$ cat config.mk
export PLATFORM = sky130hd
export DESIGN_NAME = npcm_dist
export DESIGN_NICKNAME = d
export VERILOG_FILES = /design/src/sv/npcm_pkg.sv /design/src/sv/npcm_dist.sv
export SDC_FILE = /design/constraint.sdc
export NUM_CORES = 1
export LEC_CHECK = 0
export ABC_AREA = 1
export BUFFER_PORTS_ARGS = -buffer_cell sky130_fd_sc_hd__buf_2
export CAP_MARGIN = 20
export CORE_MARGIN = 2
export CORE_UTILIZATION = 50
export CTS_CLUSTER_DIAMETER = 60
export DETAILED_ROUTE_END_ITERATION = 12
export PLACE_DENSITY = 0.69
export SETUP_SLACK_MARGIN = 0.4
export SYNTH_ARGS = -nofsm -noshare
export SYNTH_HDL_FRONTEND = slang
export SYNTH_SLANG_ARGS = --single-unit
$ cat constraint.sdc
create_clock -name clk -period 9.7 [get_ports clk]
set_input_delay 0 -clock clk [delete_from_list [all_inputs] [get_ports clk]]
set_output_delay 0 -clock clk [all_outputs]
set_load 0.03 [all_outputs]
$ cat src/sv/npcm_pkg.sv
// Shared types and constants for the nearest palette color map.
package npcm_pkg;

  localparam int unsigned IDX_W   = 8;
  localparam int unsigned COLOR_W = 8;
  localparam int unsigned SQ_W    = 2 * COLOR_W;
  localparam int unsigned DIST_W  = 18;

  // Item kinds on the input channel.
  localparam logic KIND_LOAD  = 1'b0;
  localparam logic KIND_QUERY = 1'b1;

  typedef logic [IDX_W-1:0]   idx_t;
  typedef logic [COLOR_W-1:0] chan_t;
  typedef logic [SQ_W-1:0]    sq_t;
  typedef logic [DIST_W-1:0]  dist_t;

  typedef struct packed {
    chan_t red;
    chan_t green;
    chan_t blue;
  } rgb_t;

  // One palette entry travelling with its index through the distance unit.
  typedef struct packed {
    idx_t idx;
    rgb_t color;
  } cand_t;

endpackage

$ cat src/sv/npcm_dist.sv
// Pipelined squared RGB distance unit, reused for every scanned entry.
module npcm_dist
  import npcm_pkg::*;
(
  input  logic  clk,
  input  logic  rst_n,
  input  logic  active,
  input  logic  in_vld,
  input  cand_t in_cand,
  input  rgb_t  query,
  output logic  out_vld,
  output cand_t out_cand,
  output dist_t out_dist
);

  logic  v1_r, v2_r, v3_r;
  cand_t c1_r, c2_r, c3_r;
  chan_t dr_r, dg_r, db_r;
  sq_t   sr_r, sg_r, sb_r;
  dist_t sum_r;

  function automatic chan_t abs_diff(input chan_t a, input chan_t b);
    abs_diff = (a > b) ? (a - b) : (b - a);
  endfunction

  // Valid bits; they are cleared while the scan is not active, so they empty once the scan stops.
  always_ff @(posedge clk) begin
    if (!rst_n) begin
      v1_r <= 1'b0;
      v2_r <= 1'b0;
      v3_r <= 1'b0;
    end else begin
      v1_r <= in_vld && active;
      v2_r <= v1_r && active;
      v3_r <= v2_r && active;
    end
  end

  // Stage one takes absolute differences, stage two squares them, stage three sums.
  always_ff @(posedge clk) begin
    c1_r  <= in_cand;
    dr_r  <= abs_diff(query.red,   in_cand.color.red);
    dg_r  <= abs_diff(query.green, in_cand.color.green);
    db_r  <= abs_diff(query.blue,  in_cand.color.blue);
    c2_r  <= c1_r;
    sr_r  <= SQ_W'(dr_r) * SQ_W'(dr_r);
    sg_r  <= SQ_W'(dg_r) * SQ_W'(dg_r);
    sb_r  <= SQ_W'(db_r) * SQ_W'(db_r);
    c3_r  <= c2_r;
    sum_r <= DIST_W'(sr_r) + DIST_W'(sg_r) + DIST_W'(sb_r);
  end

  assign out_vld  = v3_r;
  assign out_cand = c3_r;
  assign out_dist = sum_r;

endmodule

==> flow_metrics.tcl, run 1 <==
set metrics [dict create \
    status "finished clean" \
    grt_first_pass_wirelength_um 42000 \
    grt_overflow 0 \
    final_cells 2158 \
    cts_tree "done" \
    htreeDepth 4 \
    filler_cell_count 2294 \
    worst_setup_path_end_kind "flop" \
    yosys.area.top_type "dfxtp_1" \
    io_pins 111 \
    worstPathRequired_ps 10030 \
    yosysUniqueCellTypes 28 \
    io_buffers 110 \
    ant_nets 0 \
    yosysWarnings 0 \
    max_clock_freq_mhz 248 \
    hold_violations 0 \
    rr_worst_depth 15 \
    synth_common_cells "nand2_1 (454), inv_1 (403), dfxtp_1 (186)" \
    vias_per_cell 4.69 \
    drc_errors 0 \
    setup_viol 0 \
    synthesis.instances 1673 \
    die_h_um 165 \
    cts_buffer_depth 2 \
    grt_usage 0.191 \
    antenna_found_initial 1 \
    multi_input_area_mm2 0.00757 \
    crit_fanout 9 \
    dpl.cell_count 2087 \
    finalSetupTns_ps 0 \
    hold_class "in -> reg" \
    avgSynthCellArea_um2 7.73 \
    die_x_um 165 \
    cts_resized 0 \
    first_pass_iters 7 \
    holdWs_ps 43.9 \
    clock_sinks 186 \
    min_period_ps 4030 \
    skew_ps 12.8 \
    slowest_stage "dfxtp_1" \
    finalMaxSlewViolations 0 \
    gp_congestion 0.898 \
    seq_area_mm2 0.00372 \
    synth_seq_cells 186 \
    root_buffer "clkbuf_16" \
    rows 58 \
    area.growth.synth_to_final_pct 14.1 \
    totalWireLength_um 24400 \
    synth_edf_count 0 \
    synthesis.area_mm2 0.0129 \
    rsz0062_at_grt "no" \
    grt_pass1_vias 9757 \
    drtIter0Drc 416 \
    fin_crit_sh 0.416 \
    antennaDiodeCount 0 \
    grt_max_degree 21 \
    dpl.hpwl_um 19700 \
    path_cells "nand2_1 -> inv_1 -> fa_1 -> fa_1 -> inv_1 -> fa_1 -> fa_1 -> inv_1 -> ha_1 -> nand2_1 -> a21oi_1 -> o21ai_0 -> nand3_1 -> nand2_1 -> nand2_1" \
    clk-insertion-delay-late_ps 430 \
    min_path_cells 5 \
    cts_buffers 17 \
    final_util 0.585 \
    hold_buffers 39 \
    slowest_delay_ps 560 \
    max-cap-violations 0 \
    route.vias.total 10100 \
    synthArstFlopShare 0 \
    ys_seq_area_frac 0.288 \
    clkTransAtPathRegs_ps 80 \
    final_net_count 2120 \
    drive_gt1_frac 0.0946 \
    yosys.area.top_type_share 0.288 \
    routedWlPerCell_um 11.3 \
    synth.top_cells.by_area "dfxtp_1 (29%), fa_1 (15%), ha_1 (14%)" \
    yosysMostFrequentCell "nand2_1" \
    coreArea_mm2 0.0253 \
    fp.dieArea_mm2 0.0272 \
    initial_utilization 0.512 \
    start_kind "flop" \
    criticalPathCategory "reg -> reg" \
    synth-main-ff-cell "dfxtp_1" \
    cp_data_arrival_time_ps 4360 \
    post_cts_buffers 0 \
]
-- cells in the final DEF (no fill, tap or decap) --
master and n:
clkbuf_1 1, fa_1 97, mux2i_1 1, nand2_1 454, xor2_1 46, buf_2 110
o21bai_1 3, o21ai_2 9, nand3b_1 1, nor2_1 83, nand2_2 7, ha_1 148
inv_12 1, nor3_1 4, or2_2 6, inv_6 3, nor2_2 3, a21o_1 3
xnor2_1 19, or2_1 3, clkinv_8 4, inv_8 4, nand3_1 80, dlygate4sd3_1 39
and2_1 1, nand3_2 7, clkinv_4 2, conb_1 3, nand4_1 21, clkbuf_16 17
o21ai_0 9, dfxtp_1 186, inv_1 403, a21oi_1 50
-- registers in the layout, indices dropped and copies added, names as in the netlist --
| signal | flops |
|---|---|
| c1_r | 32 |
| c2_r | 32 |
| db_r | 8 |
| dg_r | 8 |
| dr_r | 8 |
| out_cand | 32 |
| out_dist | 18 |
| out_vld | 1 |
| sb_r | 15 |
| sg_r | 15 |
| sr_r | 15 |
| v1_r | 1 |
| v2_r | 1 |
-- through the flow --
stage,setup slack [ps],instance area [um2]
after global placement,5780,13800
after CTS,5680,14800
after floorplan,5830,12900
after global routing,5420,14800
final,5670,14800
after detailed placement,5710,13800
-- area by class of cell --
cell class	instances	area share
clock inverters	14	0.0115
inverters	403	0.102
flip-flops and latches	186	0.252
clock buffers	18	0.0291
multi-input cells	1058	0.513
repair buffers	149	0.0637
well taps	330	0.0280
-- metal layers --
| layer | vias up | share of wire | wire, um | track usage |
|---|---|---|---|---|
| met5 | - | 0.00053 | 13 | 0 |
| met4 | 2 | 0.019 | 470 | 0.0664 |
| met3 | 39 | 0.041 | 1010 | 0.0251 |
| met2 | 225 | 0.47 | 11500 | 0.331 |
| li1 | 5257 | - | - | - |
| met1 | 4588 | 0.47 | 11400 | 0.244 |
-- critical path: cells and delay by family, from the launching register on --
family	cells	cell delay [ps]
simple gates	5	440
fa+ha+maj	5	2430
buf+inv	3	230
compound gates	2	280
flops	1	560
-- worst paths after layout --
path	to	start	slack (ps)
hold reg to reg	c2_r[31]$_DFF_P_	c1_r[31]$_DFF_P_	320
setup / recovery	sr_r[13]$_DFF_P_	dr_r[2]$_DFF_P_	5670
hold / removal	dr_r[1]$_DFF_P_	query[17]	40
setup reg to reg	sr_r[13]$_DFF_P_	dr_r[2]$_DFF_P_	5670
-- cell families (layout without fill, tap and decap cells) --
logic type,Yosys count,after routing,share of synthesized area
other,1,3,0.000290
adders and majority gates,245,245,0.293
xor gates and xnor gates,65,65,0.0440
muxes,1,1,0.000774
DFF,186,186,0.288
buffers and inverters,431,584,0.127
and+or+nand+nor,670,670,0.214
AOI/OAI and AO/OA,74,74,0.0324
Power of run 1 is left out: the tool's default activity adds up to more than one toggle a clock period on the data nets, which glitch-free logic cannot reach.
==> run 2: changes to the inputs <==
--- a/config.mk
+++ b/config.mk
@@ -5,14 +5,14 @@
 export SDC_FILE = /design/constraint.sdc
 export NUM_CORES = 1
 export LEC_CHECK = 0
-export ABC_AREA = 1
+export ABC_AREA = 0
 export BUFFER_PORTS_ARGS = -buffer_cell sky130_fd_sc_hd__buf_2
 export CAP_MARGIN = 20
 export CORE_MARGIN = 2
 export CORE_UTILIZATION = 50
 export CTS_CLUSTER_DIAMETER = 60
 export DETAILED_ROUTE_END_ITERATION = 12
-export PLACE_DENSITY = 0.69
+export PLACE_DENSITY = 0.72
 export SETUP_SLACK_MARGIN = 0.4
 export SYNTH_ARGS = -nofsm -noshare
 export SYNTH_HDL_FRONTEND = slang
==> constraint.sdc (replaced) <==
create_clock -name clk -period 3.7 [get_ports clk]
set_input_delay 0 -clock clk [delete_from_list [all_inputs] [get_ports clk]]
set_output_delay 0 -clock clk [all_outputs]
set_load 0.03 [all_outputs]
==> run 2 against run 1 <==
  * The run now ends with negative setup slack left
  * Global-route usage rose by 0.63 points
  * Utilization rose by 8.5 points
  * Non-clock buffer count rose by 123
  * First-iteration DRC count fell by 33%
  * Routed wire length fell by 9.0%
  * Die area fell by 11%
  * Cell count fell by 22%
==> flow_metrics.tcl, run 2 <==
set metrics [dict create \
    worst_slack_ps -168 \
    avgSynthCellArea_um2 10.5 \
    gp_congestion 0.847 \
    ant_nets 0 \
    hold_violations 0 \
    clkTransAtPathRegs_ps 70 \
    first_pass_iters 4 \
    hold_class "in -> reg" \
    die_h_um 155 \
    cts_buffer_depth 2 \
    skew_ps 11.4 \
    synth_seq_cells 186 \
    totalWireLength_um 22200 \
    max-cap-violations 0 \
    worstPathRequired_ps 4020 \
    finalMaxSlewViolations 0 \
    yosysWarnings 0 \
    area.growth.synth_to_final_pct 31.9 \
    slowest_stage "fa_1" \
    dpl.cell_count 1571 \
    final_cells 1676 \
    root_buffer "clkbuf_16" \
    finalSetupTns_ps -1360 \
    final_common_cell "dfxtp_1" \
    io_buffers 110 \
    worst_setup_path_end_kind "flop" \
    die_x_um 155 \
    drtIter0Drc 279 \
    crit_fanout 4 \
    ys_seq_area_frac 0.325 \
    antennaDiodeCount 0 \
    cts_tree "done" \
    clock_sinks 186 \
    holdWs_ps 9.68 \
    yosys.area.top_type_share 0.325 \
    fin_crit_sh 1.05 \
    grt_usage 0.197 \
    rsz0062_at_grt "yes" \
    final_net_count 1683 \
    dpl.hpwl_um 16800 \
    vias_per_cell 4.84 \
    antenna_found_initial 0 \
    io_pins 111 \
    clk-insertion-delay-late_ps 430 \
    start_kind "flop" \
    synth-main-ff-cell "dfxtp_1" \
    cp_data_arrival_time_ps 4190 \
    grt_max_degree 19 \
    synthesis.area_mm2 0.0115 \
    rows 55 \
    drc_errors 0 \
    route.vias.total 8114 \
    synth_common_cells "dfxtp_1 (186), inv_1 (178), ha_1 (148)" \
    setup_viol 13 \
    path_cells "buf_6 -> and2_4 -> fa_1 -> fa_1 -> inv_1 -> fa_1 -> fa_1 -> inv_2 -> ha_4 -> o21ai_2 -> nand2b_1 -> a31oi_4 -> nor2_1 -> a221o_1 -> xnor2_1" \
    yosys.area.top_type "dfxtp_1" \
    violations "negative setup slack" \
    status "finished with violations" \
    crit_top_cell "fa_1" \
    synth_edf_count 0 \
    final_cell_mix "dfxtp_1 (165), inv_1 (150), ha_1 (130)" \
    criticalPathCategory "reg -> reg" \
    slowest_delay_ps 540 \
    htreeDepth 4 \
    final_util 0.669 \
    yosysMostFrequentCell "dfxtp_1" \
    initial_utilization 0.507 \
    min_period_ps 3870 \
    yosysUniqueCellTypes 46 \
    cts_buffers 17 \
    grt_overflow 0 \
    synthArstFlopShare 0 \
    grt_pass1_vias 8640 \
    synth.top_cells.by_area "dfxtp_1 (33%), fa_1 (17%), ha_1 (16%)" \
    drive_gt1_frac 0.306 \
    routedWlPerCell_um 13.2 \
    synthesis.instances 1096 \
    fp.dieArea_mm2 0.0241 \
    grt_first_pass_wirelength_um 38700 \
    max_clock_freq_mhz 259 \
    coreArea_mm2 0.0226 \
]
run 2: cell count changes after synthesis, sizes merged, moves of 21 or more:
cell / previous run / this run
nand3: 87 / 5
xnor2: 19 / 59
nor2b: 0 / 21
nor2: 86 / 30
mux2i: 1 / 24
nand2: 461 / 37
inv: 403 / 178
and2: 1 / 72
xor2: 46 / 25
run 2: cells by family after synthesis:
| group | count (synthesis) | share of synthesized area |
|---|---|---|
| compound gates | 155 | 0.0957 |
| xor+xnor | 84 | 0.0642 |
| fa+ha+maj | 245 | 0.331 |
| buf+inv | 189 | 0.0623 |
| flops | 186 | 0.325 |
| mux | 24 | 0.0210 |
| other cells | 1 | 0.000327 |
| simple gates | 212 | 0.100 |
run 2: final timing paths:
path	to	slack, ps	cells after the start	start
min	dg_r[6]$_DFF_P_	10	3	query[14]
max reg2reg	sb_r[14]$_DFF_P_	-170	15	db_r[2]$_DFF_P_
min reg2reg	out_cand[18]$_DFF_P_	330	0	c2_r[18]$_DFF_P_
max	sb_r[14]$_DFF_P_	-170	15	db_r[2]$_DFF_P_
run 2: cell type report:
type	count	area, um2
Inverter	178	678
Multi-Input combinational cell	723	7730
Tap cell	285	357
Timing Repair Buffer	272	1980
Clock buffer	17	425
Sequential cell	186	3780
Clock inverter	15	156
Fill cell	1693	7460
run 2: critical path: cells and delay by family, from the launching register on:
family	cells	cell delay, ps
AND/OR/NAND/NOR	3	310
flip-flops	1	360
adder cells (fa/ha/maj)	5	2150
XOR/XNOR	1	120
buffers and inverters	3	200
AO/OA/AOI/OAI	3	610
run 2: routing by layer:
metal  routed length, um  global-route usage
met4                 378              0.0511
met3                 652              0.0354
met2               11200               0.354
met5                   0                   0
met1                9920               0.244
run 2: stage by stage:
stage | setup WS (ps) | cell area, um2
floorplan | -115 | 11800
global placement | -160 | 13300
detailed placement | -240 | 13300
CTS | -190 | 14800
global route | -361 | 15100
finish | -168 | 15100
run 2: timing repair:
item                                    CTS  global route
setup buffers                            14             5
hold endpoints to repair                 52             0
pin swaps                                64            37
hold buffers                             54             0
endpoints found under the setup margin   25            28
resized for setup                        72            54
Power of run 2 is left out for the same reason.
